`src/hdl/sepia_tone_pixel_macros.svh`:
```
// Assertion macros shared by the sepia tone pixel RTL.
// Expects clk and rst (synchronous, active high) in the including module.
`ifndef SEPIA_TONE_PIXEL_MACROS_SVH
`define SEPIA_TONE_PIXEL_MACROS_SVH

// Same-cycle implication, held off during reset.
`define STP_ASSERT_IMP(label, ante, cons, msg) \
  label: assert property (@(posedge clk) disable iff (rst) (ante) |-> (cons)) \
    else $error(msg);

// Next-cycle implication, held off during reset.
`define STP_ASSERT_NXT(label, ante, cons, msg) \
  label: assert property (@(posedge clk) disable iff (rst) (ante) |=> (cons)) \
    else $error(msg);

`endif

```
`src/hdl/stp_pkg.sv`:
```
// Sepia tone pixel package: widths, matrix constants, pixel and coefficient types.
// No dependencies; used by every module of the block.
package stp_pkg;

  localparam int CH_W    = 8;   // colour channel
  localparam int INT_W   = 7;   // intensity register
  localparam int COEF_W  = 17;  // coefficient, units of 1/100000
  localparam int SLOPE_W = 10;  // per-percent matrix slope
  localparam int MUL_W   = CH_W + COEF_W;     // one product
  localparam int SUM_W   = MUL_W + 1;         // sum of three products
  localparam int QUOT_W  = 9;                 // quotient, at most 344
  localparam int RECIP_SHIFT = 32;
  localparam int EST_W   = RECIP_SHIFT + QUOT_W;  // sum times reciprocal

  localparam logic [COEF_W-1:0] DENOM      = 17'd100000;
  localparam logic [SUM_W-1:0]  DENOM_SUM  = 26'd100000;
  localparam logic [SUM_W-1:0]  DENOM_TWICE = 26'd200000;
  // floor(2^32 / 100000); estimate is exact or one low for sums below 2^26
  localparam logic [EST_W-1:0]  RECIP      = 41'd42949;
  localparam logic [INT_W-1:0]  INT_MAX    = 7'd100;
  localparam logic [INT_W-1:0]  INT_RESET  = 7'd30;
  localparam logic [QUOT_W-1:0] CH_MAX_Q   = 9'd255;

  // Matrix slopes, row major (red, green, blue rows; r, g, b columns)
  localparam logic [SLOPE_W-1:0] SLOPE [9] = '{
    10'd607, 10'd769, 10'd189,
    10'd349, 10'd314, 10'd168,
    10'd272, 10'd534, 10'd869
  };
  // Diagonal entries blend down from the identity
  localparam logic [8:0] DIAG = 9'b100_010_001;

  typedef struct packed {
    logic [CH_W-1:0] alpha;
    logic [CH_W-1:0] blue;
    logic [CH_W-1:0] green;
    logic [CH_W-1:0] red;
  } pixel_t;

  typedef logic [8:0][COEF_W-1:0] coef_set_t;
  typedef logic [2:0][SUM_W-1:0]  sum_set_t;

  function automatic coef_set_t coef_of(input logic [INT_W-1:0] level);
    coef_set_t c;
    logic [COEF_W-1:0] p;
    for (int k = 0; k < 9; k++) begin
      p = {{(COEF_W-SLOPE_W){1'b0}}, SLOPE[k]} * {{(COEF_W-INT_W){1'b0}}, level};
      c[k] = DIAG[k] ? DENOM - p : p;
    end
    return c;
  endfunction

endpackage

```
`src/hdl/stp_coef.sv`:
```
// Intensity register: clamps writes to 100 and holds the blended matrix.
// Depends on stp_pkg.
module stp_coef (
  input  logic                     clk,
  input  logic                     rst,
  input  logic                     cfg_we,
  input  logic [stp_pkg::INT_W-1:0] cfg_wdata,
  output stp_pkg::coef_set_t        coef
);

  logic [stp_pkg::INT_W-1:0] level;

  // values above 100 act as 100
  assign level = (cfg_wdata > stp_pkg::INT_MAX) ? stp_pkg::INT_MAX : cfg_wdata;

  always_ff @(posedge clk) begin
    if (rst) begin
      coef <= stp_pkg::coef_of(stp_pkg::INT_RESET);
    end else if (cfg_we) begin
      coef <= stp_pkg::coef_of(level);
    end
  end

endmodule

```
`config.mk`:
```
export PLATFORM = sky130hd
export DESIGN_NAME = stp_coef
export DESIGN_NICKNAME = d
export VERILOG_FILES = /design/src/hdl/sepia_tone_pixel_macros.svh /design/src/hdl/stp_pkg.sv /design/src/hdl/stp_coef.sv
export SDC_FILE = /design/constraint.sdc
export NUM_CORES = 1
export LEC_CHECK = 0
export BUFFER_PORTS_ARGS = -buffer_cell sky130_fd_sc_hd__buf_4
export CORE_AREA = 4 4 197 199
export CTS_BUF_LIST = sky130_fd_sc_hd__clkbuf_16
export DETAILED_ROUTE_END_ITERATION = 10
export DIE_AREA = 0 0 201 203
export GPL_ROUTABILITY_DRIVEN = 1
export PLACE_DENSITY = 0.56
export SLEW_MARGIN = 15
export SYNTH_ARGS = -nofsm -noshare
export SYNTH_HDL_FRONTEND = slang
export SYNTH_SLANG_ARGS = --single-unit
```
`constraint.sdc`:
```
create_clock -name clk -period 13.36 [get_ports clk]
set_input_delay 2.672 -clock clk [delete_from_list [all_inputs] [get_ports clk]]
set_output_delay 2.672 -clock clk [all_outputs]
set_load 0.02 [all_outputs]
```
==> results.tsv <==
metric	value	unit
rsz0062_at_grt	false	
start_util	30.4	%
hold_viol_final	0	
antenna_found_initial	0	
numCtsBuffers	9	
required	13.65	ns
cp_max_fo	12	
largest_reg_flops	112	
grt_pass1_wl	50800	µm
r2r_slack	12.46	ns
worst_slack	4.71	ns
crit_path_end_kind	flip-flop	
synth_edf_count	0	
core-area	37200	µm²
ctsHoldBuffers	0	
worstHoldStart	coef[135]	
grt_overflow	0	
fin_crit	8.65	ns
fillers	3869	
yosys.area.top_type	ha_1	
max-clock-path-buffers	2	
async_flop_share	0	%
io_pins	163	
relSlewSlack	33.7	%
hold-path-cell-count	2	
antenna_cells	0	
layout-drive-gt1-share	13.5	%
tightest_slew	0.995	ns
dp_hpwl	25700	µm
ys_top_cells_by_count	ha_1 (215), inv_1 (179), dfxtp_1 (112), nor2_1 (112), nand2_1 (75)	
top_regs	coef: 112 flops	
synth-seq-cells	112	
htreeDepth	3	
crit_type	primary input to flip-flop	
cts_sinks	112	
total_power	0.00233	W
final_cell_count_no_fill	1863	
start_kind	primary input	
place_congestion	0.868	
synthesis.area	11300	µm²
vias	8940	
routedWlPerCell	17.2	µm
hold_path_end	coef[135]	
syn_avg_cell_area	8.82	µm²
grt.total_usage	15.8	%
crit_arrival	8.95	ns
grt_max_degree	81	
register_area	2240	µm²
yosysWarnings	0	
synth_top_area_share	23.7	%
fp.dieH	203	µm
path_cells	buf_4, o311ai_1, nand2_1, inv_1, fa_1, ha_1, inv_1, fa_1, inv_1, ha_1, ha_1, nor2b_1, o2111ai_1, nand4b_1, and2_1, a311oi_1, nand4_2, mux2_4, a31o_1	
hold_path.class	flip-flop to flip-flop	
status	finished clean	
cts_tree	yes	
synthTopCellsByArea	ha_1 (24%), dfxtp_1 (20%), fa_1 (12%)	
ys_types	72	
ys.flop_type	dfxtp_1	
routed_wl	32100	µm
cts-root-buf	clkbuf_16	
post_cts_resize_count	0	
first_global_vias	9014	
die-area	40800	µm²
syn_inst	1284	
multi_input_area	8000	µm²
cp-startpoint	cfg_wdata[4]	
cpPeakStageDelay	0.79	ns
drtPass1Iterations	7	
p_leak	6.51	nW
fmax	116	MHz
row_count	71	
fin_nets	1678	
crit_path_top_delay_cell	o311ai_1	
r2r-start	coef[82]	
drc	0	
yosysSeqAreaShare	19.8	%
area_growth	14.3	%
regMostFlops	coef	
p_per_area	180	nW/µm²
drv_slew	0	
drtIter0Drc	382	
detail-route-antenna-nets	0	
die_x	201	µm
setup_tns	0	ns
clk_pin_slew_worst_paths	0.08	ns
io_buffer_count	146	
cts_setup_buffers	0	
r2r_cells	2	
drv_cap	0	
vias_per_cell	4.80	
yosysMostFrequentCell	ha_1	
place_inst	1847	
insertion_delay	0.38	ns
reg2reg_to	coef[82]	
ir_drop	70.7	µV
dp_slack	4.29	ns
finClkSkew	0	ns
finalSetupViolCount	0	
final.period_utilization	64.8	%
==> cell usage in the layout (no fill, tap or decap), types with 5 or more instances in the layout <==
master / synthesis / final
inv_1: 179 / 179
a31oi_1: 5 / 5
ha_1: 215 / 215
clkbuf_16: 0 / 9
fa_1: 69 / 69
o41ai_1: 5 / 5
o31ai_1: 9 / 9
xnor2_1: 46 / 46
o21a_1: 12 / 12
dfxtp_1: 112 / 112
nand3_1: 20 / 20
xor2_1: 26 / 26
nor3_1: 15 / 15
a21oi_1: 61 / 61
buf_4: 41 / 152
a211oi_1: 13 / 13
and3_1: 9 / 9
o21ai_0: 56 / 56
mux2i_1: 43 / 43
nand2_1: 75 / 75
a21o_1: 15 / 15
nor2b_1: 10 / 10
a311o_1: 5 / 5
nor2_1: 112 / 112
conb_1: 1 / 16
or3_1: 10 / 10
and2_1: 9 / 9
==> kinds of logic (layout without fill, tap and decap cells) <==
logic type / after synthesis / in the layout / share of synthesized area, %
adder cells (fa/ha/maj): 284 / 284 / 35.9
AND/OR/NAND/NOR: 286 / 286 / 11.6
buffers and inverters: 258 / 348 / 10.1
AO/OA/AOI/OAI: 227 / 227 / 13.1
multiplexers: 44 / 44 / 3.93
other: 1 / 16 / 0.0331
flip-flops: 112 / 112 / 19.8
XOR/XNOR: 72 / 72 / 5.57
==> worst max-delay path by stage <==
stage,endpoint,slack [ns],cells after the start
finish,coef[83],4.71,19
global route,coef[83],4.31,19
CTS,coef[83],4.68,19
detailed placement,coef[83],4.29,19
global placement,coef[83],4.51,19
floorplan,coef[83],5.45,20
==> critical path, delay by kind of cell <==
kind / cells / cell delay [ns]
buffers and inverters: 4 / 0.80
AND/OR/NAND/NOR: 5 / 1.20
adder cells (fa/ha/maj): 5 / 2.19
multiplexers: 1 / 0.32
AO/OA/AOI/OAI: 4 / 1.76
==> power by group <==
group | switching [W] | leakage (nW) | total, W | internal (W)
Combinational | 0.000914 | 5.44 | 0.00160 | 0.000686
Sequential | 0.0000444 | 0.927 | 0.000457 | 0.000413
Clock | 0.000147 | 0.144 | 0.000278 | 0.000131
Total | 0.00111 | 6.51 | 0.00233 | 0.00123
==> metal layers <==
metal / share of wire [%] / up-vias / track usage (%)
met5: 0 / - / 0
met4: 2.2 / 0 / 4.57
met3: 4.5 / 27 / 3.11
met2: 48 / 150 / 26.9
met1: 45 / 4264 / 20.3
li1: - / 4499 / -
==> per-stage QoR <==
step                      hold WS, ns  area (µm²)  util, %
after floorplan                 0.541       11400        -
after global placement          0.454       12700     34.0
after detailed placement        0.460       12700     34.0
after CTS                       0.473       12900     34.8
after global routing            0.489       12900     34.8
final                           0.471       12900     34.8
==> area by class of cell <==
| type | count | area share [%] |
|---|---|---|
| Sequential cell | 112 | 17.3 |
| Clock inverter | 7 | 0.503 |
| Inverter | 180 | 5.22 |
| Tap cell | 474 | 4.58 |
| Multi-Input combinational cell | 929 | 61.8 |
| Clock buffer | 9 | 1.74 |
| Timing Repair Buffer | 152 | 8.82 |
(Power assumes the default switching activity.)
