==> config.mk <==
export PLATFORM = sky130hd
export DESIGN_NAME = stp_matrix
export DESIGN_NICKNAME = d
export VERILOG_FILES = /design/src/hdl/sepia_tone_pixel_macros.svh /design/src/hdl/stp_pkg.sv /design/src/hdl/stp_matrix.sv
export SDC_FILE = /design/constraint.sdc
export NUM_CORES = 2
export LEC_CHECK = 0
export ABC_AREA = 1
export ABC_CLOCK_PERIOD_IN_PS = 11200
export BUFFER_PORTS_ARGS = -buffer_cell sky130_fd_sc_hd__clkbuf_2
export CAP_MARGIN = 30
export CORE_UTILIZATION = 50
export CTS_BUF_LIST = sky130_fd_sc_hd__clkbuf_4
export CTS_CLUSTER_DIAMETER = 50
export DETAILED_ROUTE_END_ITERATION = 10
export PLACE_DENSITY = 0.67
export SLEW_MARGIN = 5
export SYNTH_ARGS = -nofsm -noshare
export SYNTH_HDL_FRONTEND = slang
export SYNTH_SLANG_ARGS = --single-unit
export TNS_END_PERCENT = 50
==> constraint.sdc <==
create_clock -name clk -period 11.2 [get_ports clk]
set_clock_uncertainty 0.2 [all_clocks]
set_input_delay 0.56 -clock clk [delete_from_list [all_inputs] [get_ports clk]]
set_output_delay 0.56 -clock clk [all_outputs]
set_load 0.02 [all_outputs]
==> src/hdl/sepia_tone_pixel_macros.svh <==
// Assertion macros shared by the sepia tone pixel RTL.
// Expects clk and rst (synchronous, active high) in the including module.
`ifndef SEPIA_TONE_PIXEL_MACROS_SVH
`define SEPIA_TONE_PIXEL_MACROS_SVH

// Same-cycle implication, held off during reset.
`define STP_ASSERT_IMP(label, ante, cons, msg) \
  label: assert property (@(posedge clk) disable iff (rst) (ante) |-> (cons)) \
    else $error(msg);

// Next-cycle implication, held off during reset.
`define STP_ASSERT_NXT(label, ante, cons, msg) \
  label: assert property (@(posedge clk) disable iff (rst) (ante) |=> (cons)) \
    else $error(msg);

`endif

==> src/hdl/stp_pkg.sv <==
// Sepia tone pixel package: widths, matrix constants, pixel and coefficient types.
// No dependencies; used by every module of the block.
package stp_pkg;

  localparam int CH_W    = 8;   // colour channel
  localparam int INT_W   = 7;   // intensity register
  localparam int COEF_W  = 17;  // coefficient, units of 1/100000
  localparam int SLOPE_W = 10;  // per-percent matrix slope
  localparam int MUL_W   = CH_W + COEF_W;     // one product
  localparam int SUM_W   = MUL_W + 1;         // sum of three products
  localparam int QUOT_W  = 9;                 // quotient, at most 344
  localparam int RECIP_SHIFT = 32;
  localparam int EST_W   = RECIP_SHIFT + QUOT_W;  // sum times reciprocal

  localparam logic [COEF_W-1:0] DENOM      = 17'd100000;
  localparam logic [SUM_W-1:0]  DENOM_SUM  = 26'd100000;
  localparam logic [SUM_W-1:0]  DENOM_TWICE = 26'd200000;
  // floor(2^32 / 100000); estimate is exact or one low for sums below 2^26
  localparam logic [EST_W-1:0]  RECIP      = 41'd42949;
  localparam logic [INT_W-1:0]  INT_MAX    = 7'd100;
  localparam logic [INT_W-1:0]  INT_RESET  = 7'd30;
  localparam logic [QUOT_W-1:0] CH_MAX_Q   = 9'd255;

  // Matrix slopes, row major (red, green, blue rows; r, g, b columns)
  localparam logic [SLOPE_W-1:0] SLOPE [9] = '{
    10'd607, 10'd769, 10'd189,
    10'd349, 10'd314, 10'd168,
    10'd272, 10'd534, 10'd869
  };
  // Diagonal entries blend down from the identity
  localparam logic [8:0] DIAG = 9'b100_010_001;

  typedef struct packed {
    logic [CH_W-1:0] alpha;
    logic [CH_W-1:0] blue;
    logic [CH_W-1:0] green;
    logic [CH_W-1:0] red;
  } pixel_t;

  typedef logic [8:0][COEF_W-1:0] coef_set_t;
  typedef logic [2:0][SUM_W-1:0]  sum_set_t;

  function automatic coef_set_t coef_of(input logic [INT_W-1:0] level);
    coef_set_t c;
    logic [COEF_W-1:0] p;
    for (int k = 0; k < 9; k++) begin
      p = {{(COEF_W-SLOPE_W){1'b0}}, SLOPE[k]} * {{(COEF_W-INT_W){1'b0}}, level};
      c[k] = DIAG[k] ? DENOM - p : p;
    end
    return c;
  endfunction

endpackage

==> src/hdl/stp_matrix.sv <==
// Matrix stages: nine products, then three row sums.
// Depends on stp_pkg.
module stp_matrix (
  input  logic                clk,
  input  logic                rst,
  input  logic                in_valid,
  output logic                in_ready,
  input  stp_pkg::pixel_t     in_px,
  input  stp_pkg::coef_set_t  coef,
  output logic                out_valid,
  input  logic                out_ready,
  output stp_pkg::sum_set_t   out_sum,
  output logic [stp_pkg::CH_W-1:0] out_alpha
);

  logic                        v1;
  logic                        en1;
  logic                        en2;
  logic [8:0][stp_pkg::MUL_W-1:0] prod;
  logic [stp_pkg::CH_W-1:0]    alpha1;
  logic [2:0][stp_pkg::CH_W-1:0] comp;

  assign comp = {in_px.blue, in_px.green, in_px.red};

  assign en2      = !out_valid || out_ready;
  assign en1      = !v1 || en2;
  assign in_ready = en1;

  always_ff @(posedge clk) begin
    if (rst) begin
      v1        <= 1'b0;
      out_valid <= 1'b0;
    end else begin
      if (en1) v1 <= in_valid;
      if (en2) out_valid <= v1;
    end
  end

  // stage 1: products
  always_ff @(posedge clk) begin
    if (en1) begin
      for (int k = 0; k < 9; k++) begin
        prod[k] <= {{stp_pkg::COEF_W{1'b0}}, comp[k % 3]}
                 * {{stp_pkg::CH_W{1'b0}}, coef[k]};
      end
      alpha1 <= in_px.alpha;
    end
  end

  // stage 2: row sums
  always_ff @(posedge clk) begin
    if (en2) begin
      for (int r = 0; r < 3; r++) begin
        out_sum[r] <= {1'b0, prod[3*r]} + {1'b0, prod[3*r+1]} + {1'b0, prod[3*r+2]};
      end
      out_alpha <= alpha1;
    end
  end

endmodule

==> key figures <==
Synth
  – Mapped Cells: 8690
  – Post-Synth Simple-Gate Area: 23.4%
  – Post-synthesis sequential area ratio: 15.7%
  – Synth Area per Inst: 7.05 µm²
  – Proportion of synthesized area in mux cells: 0%
  – YS warnings: 0
  – Post-Synth XOR/XNOR Area: 1.90%
  – Ys async rst share: 0%
  – Syn Nets: 10.2k
  – Post-synth top area share: 29.0%
  – Synth cell count leaders: 2928 x nand2_1, 2750 x inv_1, 888 x fa_1
  – Main combinational cell family by area after synthesis: adder cells
  – FF+latch count, synth: 321
  – Synth Area in Compound Gates: 1.53%
  – Synthesized-area fraction occupied by adder cells: 38.8%
  – Most frequent cell after synthesis: nand2_1
  – Number of enable flip-flop cells after synthesis: 319
  – Post-Syn Area: 61200 µm²
  – Area leader, netlist: fa_1
  – Main synth FF type: edfxtp_1
  – Synth cell types: 25
  – Ranking of synthesized cells by area: fa_1 29%, nand2_1 18%, inv_1 17%

GRT
  – GRT Max-Usage Layer: met2
  – Met1 GRT Util: 36.3%
  – GR Layer Usage met3: 2.49%
  – First-pass GRT wire length: 264000 µm
  – Largest net degree at the start of global routing: 60
  – Gr usage total: 26.7%
  – Initial antenna violation count: 9
  – Vias in the first global route: 51.1k
  – Total gr overflow: 0
  – Global Route met2 Usage: 44.9%

Timing
  – Minimum clock period: 4.48 ns
  – Rel. slew slack: 41.5%
  – Total negative slack: 0 ns
  – Fin. Hold Viols: 0
  – Fmax: 223 MHz
  – Worst-margin pin slew: 0.877 ns
  – Fin crit share: 40.0%
  – RSZ-0062 raised after global routing: no
  – Final Slew Violations: 0
  – Setup violators final: 0

Die
  – Rows: 128
  – Die width: 352 µm
  – Die Footprint: 124000 µm²
  – Initial Util: 50.3%
  – Die Y: 352 µm
  – Io pins: 277
  – Core Region: 122000 µm²

Worst setup path
  – Critical setup path kind: in2reg
  – Crit path max fanout: 51
  – Startpoint types: primary input
  – Critical path arrival: 4.84 ns
  – Critical path endpoint category: flop
  – Slowest stage cell on the critical path: fa_1
  – CP peak stage delay: 0.56 ns
  – Crit path required time: 11.56 ns
  – Crit path cell chain: clkbuf_2, buf_4, nand2_1, fa_1, fa_1, inv_1, fa_1, inv_1, fa_1, inv_1, ha_1, nand2_1, nor2_1, inv_1, nor2_1, nand3b_1, nand4_1, nand2_1

Hold path
  – Min-delay worst type: in2reg

Drt
  – Drt wl/cell: 15.4 µm
  – Final antenna-violating net count: 0
  – Vias: 50.3k
  – Initial DRC count: 3517
  – Routed WL: 162000 µm
  – DRC viols: 0
  – Drt pass-1 iters: 8
  – Vias/cell: 4.79

Final layout
  – Share of cells above drive strength 1: 5.24%
  – Seq. cell area: 9620 µm²
  – Fin nets: 10.4k
  – Area occupied by multi-input gates: 40200 µm²
  – Filler cells: 12.0k
  – P&R area growth vs syn: 6.39%

Clocking
  – Clk_lat worst skew: 0.88 ns
  – H-Tree Depth: 3
  – Clk buf depth: 3
  – CTS Hold Buffers Added: 24
  – CTS clk-pin slew, worst paths: 0.06 ns
  – TritonCTS clock tree: done
  – Post-CTS sizing: 0
  – CTS Buf Count: 87
  – TritonCTS Sinks: 321
  – CTS Root Cell: clkbuf_4
  – Setup Buffers After CTS: 0

Job
  – # Max-Cap Violations: 0

Pwr
  – Power, Total: 20.1 mW
  – Internal power: 8.47 mW
  – PD cells: 309 nW/µm²
  – Clock power frac: 5.4%
  – Maximum vdd drop: 0.215 mV
  – Sw Ratio: 57.9%
  – Leakage: 42.4 nW
  – Net switching power: 11.6 mW
  – Seq pwr share: 15.7%
  – Logic pwr share: 78.9%

Placement
  – Routability cong.: 0.951
  – Dpl hpwl: 134000 µm
  – I/O Buffers: 276

Status
  – Outcome: complete, no violations
final timing paths:
| path | from | end | slack, ns | cells past startpoint |
|---|---|---|---|---|
| worst min-delay path | coef[137] | prod[201] | 0.10 | 4 |
| worst min register to register | alpha1[1] | out_alpha[1] | 0.22 | 0 |
| worst max-delay path | in_px[2] | prod[97] | 6.72 | 18 |
| worst max register to register | prod[51] | out_sum[13] | 8.07 | 12 |
logic make-up (layout without fill, tap and decap cells):
group	after synthesis	count (layout)
buffers and inverters	3047	3231
adder cells (fa/ha/maj)	1365	1365
AO/OA/AOI/OAI	175	175
AND/OR/NAND/NOR	3649	3649
flip-flops	321	321
XOR/XNOR	133	133
other	0	6
per-stage QoR:
step / utilization (%) / hold slack (ns) / cells / setup WS [ns] / cell area [µm²]
floorplan: - / 0.200 / 8690 / 2.60 / 61200
global placement: 52.4 / 0.201 / 10300 / 5.92 / 63800
detailed placement: 52.4 / 0.208 / 10300 / 5.93 / 63800
CTS: 53.5 / 0.0184 / 10500 / 6.83 / 65100
global route: 53.5 / 0.0777 / 10500 / 6.54 / 65200
finish: 53.5 / 0.104 / 10500 / 6.72 / 65200
registers in the layout, indices dropped and copies added, names as in the netlist:
signal,flops
alpha1,8
prod,225
out_alpha,8
out_valid,1
out_sum,78
v1,1
final cells by class:
type                       count  area share [%]
inverter                    2750            15.8
sequential                   321            14.8
timing repair buffer         329            2.82
multi-input combinational   5322            61.7
clock buffer                 117            1.35
clock inverter                35           0.376
antenna                        6          0.0230
tap                         1625            3.12
routing by layer:
metal  share of wire (%)  routed length [µm]  vias to the layer above
li1                    -                   -                    24900
met1                  44               70700                    23900
met2                  47               76200                     1384
met3                 5.8                9300                      210
met4                 3.3                5290                        2
met5              0.0080                  13                        -
critical path: cells and delay by family:
kind          cells  cell delay [ns]
simple gates      7             0.98
buf+inv           6             0.80
fa+ha+maj         5             2.46
power by group through the flow:
stage / logic [mW] / clock network [mW] / registers (mW)
after CTS: 15.9 / 1.13 / 3.16
after global routing: 18.0 / 1.18 / 3.18
after global placement: 15.6 / 0 / 3.18
after detailed placement: 15.7 / 0 / 3.17
final: 15.9 / 1.09 / 3.16
after floorplan: 11.2 / 0 / 3.00
placed cells by master, fill, tap and decap left out, types with 4 or more instances in the layout:
cell type / netlist / layout
inv_1: 2750 / 2750
nand3_1: 260 / 259
xor2_1: 101 / 101
nor2_1: 320 / 320
o21ai_2: 4 / 4
or2_2: 5 / 5
ha_1: 477 / 477
nand3b_1: 13 / 13
nand2_1: 2928 / 2927
nand2_2: 6 / 6
o21bai_1: 18 / 18
clkinv_1: 0 / 19
dlygate4sd3_1: 0 / 24
a21oi_1: 148 / 148
or2_1: 5 / 5
nor3_1: 38 / 38
and2_1: 17 / 17
nor2_2: 10 / 10
fa_1: 888 / 888
diode_2: 0 / 6
clkbuf_4: 0 / 117
edfxtp_1: 319 / 319
xnor2_1: 32 / 32
buf_4: 0 / 29
nand4_1: 46 / 46
o21ai_0: 5 / 5
clkbuf_2: 0 / 276
clkinv_2: 0 / 6
Note: power is estimated with default switching activity, not from simulation.
