<file path="config.mk">
export PLATFORM = sky130hd
export DESIGN_NAME = stp_div
export DESIGN_NICKNAME = d
export VERILOG_FILES = /design/src/hdl/stp_pkg.sv /design/src/hdl/stp_div.sv
export VERILOG_INCLUDE_DIRS = /design/src /design/src/hdl
export SDC_FILE = /design/constraint.sdc
export NUM_CORES = 2
export LEC_CHECK = 0
export CORE_MARGIN = 2
export CORE_UTILIZATION = 50
export DETAILED_ROUTE_END_ITERATION = 12
export DONT_BUFFER_PORTS = 1
export RECOVER_POWER = 50
export SLEW_MARGIN = 25
export SYNTH_ARGS = -nofsm -noshare
export SYNTH_HDL_FRONTEND = slang
export SYNTH_SLANG_ARGS = --single-unit
</file>
<file path="constraint.sdc">
create_clock -name clk -period 13.25 [get_ports clk]
set_input_delay 0.6625 -clock clk [delete_from_list [all_inputs] [get_ports clk]]
set_output_delay 0.6625 -clock clk [all_outputs]
set_load 0.01 [all_outputs]
</file>
<file path="src/hdl/sepia_tone_pixel_macros.svh">
// Assertion macros shared by the sepia tone pixel RTL.
// Expects clk and rst (synchronous, active high) in the including module.
`ifndef SEPIA_TONE_PIXEL_MACROS_SVH
`define SEPIA_TONE_PIXEL_MACROS_SVH

// Same-cycle implication, held off during reset.
`define STP_ASSERT_IMP(label, ante, cons, msg) \
  label: assert property (@(posedge clk) disable iff (rst) (ante) |-> (cons)) \
    else $error(msg);

// Next-cycle implication, held off during reset.
`define STP_ASSERT_NXT(label, ante, cons, msg) \
  label: assert property (@(posedge clk) disable iff (rst) (ante) |=> (cons)) \
    else $error(msg);

`endif

</file>
<file path="src/hdl/stp_pkg.sv">
// Sepia tone pixel package: widths, matrix constants, pixel and coefficient types.
// No dependencies; used by every module of the block.
package stp_pkg;

  localparam int CH_W    = 8;   // colour channel
  localparam int INT_W   = 7;   // intensity register
  localparam int COEF_W  = 17;  // coefficient, units of 1/100000
  localparam int SLOPE_W = 10;  // per-percent matrix slope
  localparam int MUL_W   = CH_W + COEF_W;     // one product
  localparam int SUM_W   = MUL_W + 1;         // sum of three products
  localparam int QUOT_W  = 9;                 // quotient, at most 344
  localparam int RECIP_SHIFT = 32;
  localparam int EST_W   = RECIP_SHIFT + QUOT_W;  // sum times reciprocal

  localparam logic [COEF_W-1:0] DENOM      = 17'd100000;
  localparam logic [SUM_W-1:0]  DENOM_SUM  = 26'd100000;
  localparam logic [SUM_W-1:0]  DENOM_TWICE = 26'd200000;
  // floor(2^32 / 100000); estimate is exact or one low for sums below 2^26
  localparam logic [EST_W-1:0]  RECIP      = 41'd42949;
  localparam logic [INT_W-1:0]  INT_MAX    = 7'd100;
  localparam logic [INT_W-1:0]  INT_RESET  = 7'd30;
  localparam logic [QUOT_W-1:0] CH_MAX_Q   = 9'd255;

  // Matrix slopes, row major (red, green, blue rows; r, g, b columns)
  localparam logic [SLOPE_W-1:0] SLOPE [9] = '{
    10'd607, 10'd769, 10'd189,
    10'd349, 10'd314, 10'd168,
    10'd272, 10'd534, 10'd869
  };
  // Diagonal entries blend down from the identity
  localparam logic [8:0] DIAG = 9'b100_010_001;

  typedef struct packed {
    logic [CH_W-1:0] alpha;
    logic [CH_W-1:0] blue;
    logic [CH_W-1:0] green;
    logic [CH_W-1:0] red;
  } pixel_t;

  typedef logic [8:0][COEF_W-1:0] coef_set_t;
  typedef logic [2:0][SUM_W-1:0]  sum_set_t;

  function automatic coef_set_t coef_of(input logic [INT_W-1:0] level);
    coef_set_t c;
    logic [COEF_W-1:0] p;
    for (int k = 0; k < 9; k++) begin
      p = {{(COEF_W-SLOPE_W){1'b0}}, SLOPE[k]} * {{(COEF_W-INT_W){1'b0}}, level};
      c[k] = DIAG[k] ? DENOM - p : p;
    end
    return c;
  endfunction

endpackage

</file>
<file path="src/hdl/stp_div.sv">
// Divide-by-100000 stages: reciprocal estimate, back-multiply, correct and saturate.
// Depends on stp_pkg and sepia_tone_pixel_macros.svh.
`include "sepia_tone_pixel_macros.svh"

module stp_div (
  input  logic                     clk,
  input  logic                     rst,
  input  logic                     in_valid,
  output logic                     in_ready,
  input  stp_pkg::sum_set_t        in_sum,
  input  logic [stp_pkg::CH_W-1:0] in_alpha,
  output logic                     out_valid,
  input  logic                     out_ready,
  output stp_pkg::pixel_t          out_px
);

  logic v3;
  logic v4;
  logic en3;
  logic en4;
  logic en5;

  logic [2:0][stp_pkg::EST_W-1:0]  est3;
  stp_pkg::sum_set_t               sum3;
  logic [stp_pkg::CH_W-1:0]        alpha3;
  logic [2:0][stp_pkg::QUOT_W-1:0] q4;
  logic [2:0][stp_pkg::SUM_W-1:0]  back4;
  stp_pkg::sum_set_t               sum4;
  logic [stp_pkg::CH_W-1:0]        alpha4;
  logic [2:0][stp_pkg::SUM_W-1:0]  rem4;
  logic [2:0][stp_pkg::QUOT_W-1:0] qfix;
  logic [2:0][stp_pkg::CH_W-1:0]   chan;

  assign en5      = !out_valid || out_ready;
  assign en4      = !v4 || en5;
  assign en3      = !v3 || en4;
  assign in_ready = en3;

  always_ff @(posedge clk) begin
    if (rst) begin
      v3        <= 1'b0;
      v4        <= 1'b0;
      out_valid <= 1'b0;
    end else begin
      if (en3) v3 <= in_valid;
      if (en4) v4 <= v3;
      if (en5) out_valid <= v4;
    end
  end

  // stage 3: sum times reciprocal
  always_ff @(posedge clk) begin
    if (en3) begin
      for (int c = 0; c < 3; c++) begin
        est3[c] <= {{(stp_pkg::EST_W-stp_pkg::SUM_W){1'b0}}, in_sum[c]} * stp_pkg::RECIP;
      end
      sum3   <= in_sum;
      alpha3 <= in_alpha;
    end
  end

  // stage 4: quotient estimate and its product with the divisor
  always_ff @(posedge clk) begin
    if (en4) begin
      for (int c = 0; c < 3; c++) begin
        q4[c]    <= est3[c][stp_pkg::EST_W-1:stp_pkg::RECIP_SHIFT];
        back4[c] <= {{stp_pkg::COEF_W{1'b0}},
                     est3[c][stp_pkg::EST_W-1:stp_pkg::RECIP_SHIFT]}
                  * {{stp_pkg::QUOT_W{1'b0}}, stp_pkg::DENOM};
      end
      sum4   <= sum3;
      alpha4 <= alpha3;
    end
  end

  // stage 5: estimate is exact or one low; then clip to 255
  always_comb begin
    for (int c = 0; c < 3; c++) begin
      rem4[c] = sum4[c] - back4[c];
      qfix[c] = q4[c] + {{(stp_pkg::QUOT_W-1){1'b0}}, (rem4[c] >= stp_pkg::DENOM_SUM)};
      chan[c] = (qfix[c] > stp_pkg::CH_MAX_Q) ? {stp_pkg::CH_W{1'b1}}
                                              : qfix[c][stp_pkg::CH_W-1:0];
    end
  end

  always_ff @(posedge clk) begin
    if (en5) begin
      out_px.red   <= chan[0];
      out_px.green <= chan[1];
      out_px.blue  <= chan[2];
      out_px.alpha <= alpha4;
    end
  end

  `STP_ASSERT_IMP(a_est_not_high, v4, (back4[0] <= sum4[0]) && (back4[1] <= sum4[1]) && (back4[2] <= sum4[2]), "reciprocal estimate above true quotient")
  `STP_ASSERT_IMP(a_rem_bound, v4, (rem4[0] < stp_pkg::DENOM_TWICE) && (rem4[1] < stp_pkg::DENOM_TWICE) && (rem4[2] < stp_pkg::DENOM_TWICE), "quotient estimate more than one low")
  `STP_ASSERT_NXT(a_stage_advance, v4 && en5, out_valid, "item lost between last two stages")

endmodule

</file>
==> flow_summary.yaml <==
global_routing:
  antenna_found_initial: 2
  grt_pass1_vias: 25600
  grt_pass1_wl_um: 131000
  track_usage_pct: 21.07
  gr-total-overflow: 0
  grt_max_degree: 80
clock_tree:
  cts_setup_buffers: 0
  cts_buffers: 35
  path_clk_slew_ns: 0.06
  clk_latency_ns: 0.55
  cts_buffer_depth: 3
  root_buffer: "clkbuf_16"
  hold_buffers: 0
  cts_max_level: 2
  ctsResizeCount: 0
  clock_sinks: 288
  cts_tree: "yes"
yosys:
  synth-async-reset-ratio_pct: 0
  yosysWarnings: 0
  seq_area_frac_synth_pct: 22.74
  ys_ff_latch: 288
  syn_area_per_cell_sq_um: 10.98
  synthCells: 3453
  synth_top_area_share_pct: 27.10
  synth.area.top_cells: "fa_1 (27%), ha_1 (26%), edfxtp_1 (23%)"
  synth_cell_type_count: 76
  synth_edf_count: 285
  syn-cell-area_sq_um: 37900
  synth_nets: 4841
  ys.flop_type: "edfxtp_1"
  synth_largest_area_cell: "fa_1"
worst_setup_path:
  path_max_fanout: 9
  cp_data_required_time_ns: 13.54
  arrival_ns: 6.30
  critPathKind: "in -> reg"
  cp-start-kind: "input pin"
  end_kind: "flop"
timing:
  fin_crit_sh_pct: 45.38
  rsz0062_at_grt: "false"
  hold_viol: 0
  setup_viol: 0
  fin_crit_ns: 6.013
  max_freq_mhz: 166.3
  slew_viol_final: 111
  fin_skew_ns: 0.02327
  timing.setup.tns_ns: 0
  slew_headroom_pct: -143.4
  tightestPinTransition_ns: 3.632
layout:
  multiInputGateArea_sq_um: 25490
  antenna_cells: 0
  area_growth_pct: 6.345
  fill_cells: 6475
  finalNetCount: 4879
  drive_above_1_share_pct: 2.360
  layout.area.seq_sq_um: 8618
place:
  port_buffers: 0
  gp_congestion: 0.8796
  dp_hpwl_um: 63490
drt:
  viasPerCell: 5.190
  dr_total_vias: 23280
  drt_iter0_markers: 1040
  drc: 0
  drt-wirelength-per-cell_um: 17.24
  ant_nets: 0
  first_pass_iters: 5
  wirelength_um: 77330
floorplan:
  dieWidth_um: 279.3
  dieHeight_um: 279.3
  start_util_pct: 50.74
  core_sq_um: 74700
  rows: 100
  pin_count: 124
  fp.dieArea_sq_um: 78020
min_path:
  hp-class: "in -> reg"
outcome:
  status: "finished with violations"
  violations: "capacitance limit, slew limit"
flow_run:
  maxCapViolCount: 2
[flip-flops by register name, summed over array words and instances, names as in the netlist]
register,flops
back4,57
sum4,63
est3,27
out_valid,1
q4,27
out_px,32
alpha3,8
v4,1
sum3,63
alpha4,8
v3,1
[cells by family after synthesis]
group / synth area share (%)
simple gates: 4.618
fa+ha+maj: 53.01
xor+xnor: 3.050
compound gates: 6.434
buf+inv: 10.01
mux: 0.1354
flops: 22.74
[stage by stage]
step,cells,setup slack (ns),utilization [%],hold WS (ns),cell area (sq um)
floorplan,3453,7.235,-,0.4003,37900
global placement,4423,6.848,52.41,0.4008,39150
detailed placement,4423,6.761,52.41,0.4045,39150
CTS,4486,7.324,53.97,0.1582,40320
global route,4486,6.871,53.96,0.1747,40310
finish,4486,7.237,53.96,0.1943,40310
[routing by layer]
metal,track usage [%],wire (um),vias up
met5,0,29,-
met4,4.136,1334,4
met3,2.727,2715,94
met2,36.30,37180,338
met1,28.66,36070,11590
li1,-,-,11250
[worst paths after layout]
| check | from | to | slack, ns | cells after the start |
|---|---|---|---|---|
| worst max-delay path | in_sum[57] | est3[122] | 7.24 | 21 |
| worst min-delay path | rst | v4 | 0.19 | 1 |
| worst max register to register | out_valid | sum4[49] | 7.66 | 4 |
| worst min register to register | sum3[40] | sum4[40] | 0.41 | 0 |
[worst max-delay path, stage by stage]
cell and delay, ns:
fa_1 0.47, ha_1 0.28, inv_1 0.05, fa_1 0.54, inv_1 0.06, fa_1 0.46
fa_1 0.50, inv_1 0.05, fa_1 0.47, inv_1 0.05, ha_1 0.20, nor3_1 0.13
o21ai_0 0.12, a2111oi_0 0.64, o21ai_0 0.33, o2111ai_1 0.31, nand3_1 0.19, a2111oi_2 0.38
o31ai_1 0.15, a21oi_1 0.19, xnor2_1 0.08
[area by class of cell]
class	count	share of cell area [%]
Inverter	1008	9.390
Timing Repair Buffer	4	0.07450
Multi-Input combinational cell	2154	63.24
Sequential cell	288	21.38
Clock buffer	38	2.201
Clock inverter	25	0.7078
Tap cell	969	3.008
[placed cells by master (no fill, tap or decap), types with 6 or more instances in the layout]
master	Yosys	routed
inv_1	1008	1007
ha_1	785	785
fa_1	513	513
edfxtp_1	285	285
a21oi_1	119	119
nor2_1	98	98
xnor2_1	76	76
nand2_1	74	74
xor2_1	56	56
a21o_1	49	49
o21ai_0	49	49
nand3_1	35	35
clkbuf_16	0	35
nor3_1	34	34
nand4_1	21	21
o21a_1	20	20
o21bai_1	19	19
nor2b_1	18	18
nand2b_1	18	18
and3_1	14	14
and2_1	13	12
a211oi_1	10	10
a31oi_1	10	10
nor4_1	9	9
o31ai_1	9	9
o2111ai_1	6	6
o221ai_1	6	6
inv_6	0	6
[synthesized netlist by cell type (19+ instances only)]
| master | instances |
|---|---|
| inv_1 | 1008 |
| xor2_1 | 56 |
| nor3_1 | 34 |
| edfxtp_1 | 285 |
| o21ai_0 | 49 |
| nand3_1 | 35 |
| xnor2_1 | 76 |
| fa_1 | 513 |
| o21bai_1 | 19 |
| a21oi_1 | 119 |
| o21a_1 | 20 |
| a21o_1 | 49 |
| ha_1 | 785 |
| nor2_1 | 98 |
| nand4_1 | 21 |
| nand2_1 | 74 |
Power is not shown: default switching activity piles up to over one toggle a cycle in this logic, so the estimate is an artifact.
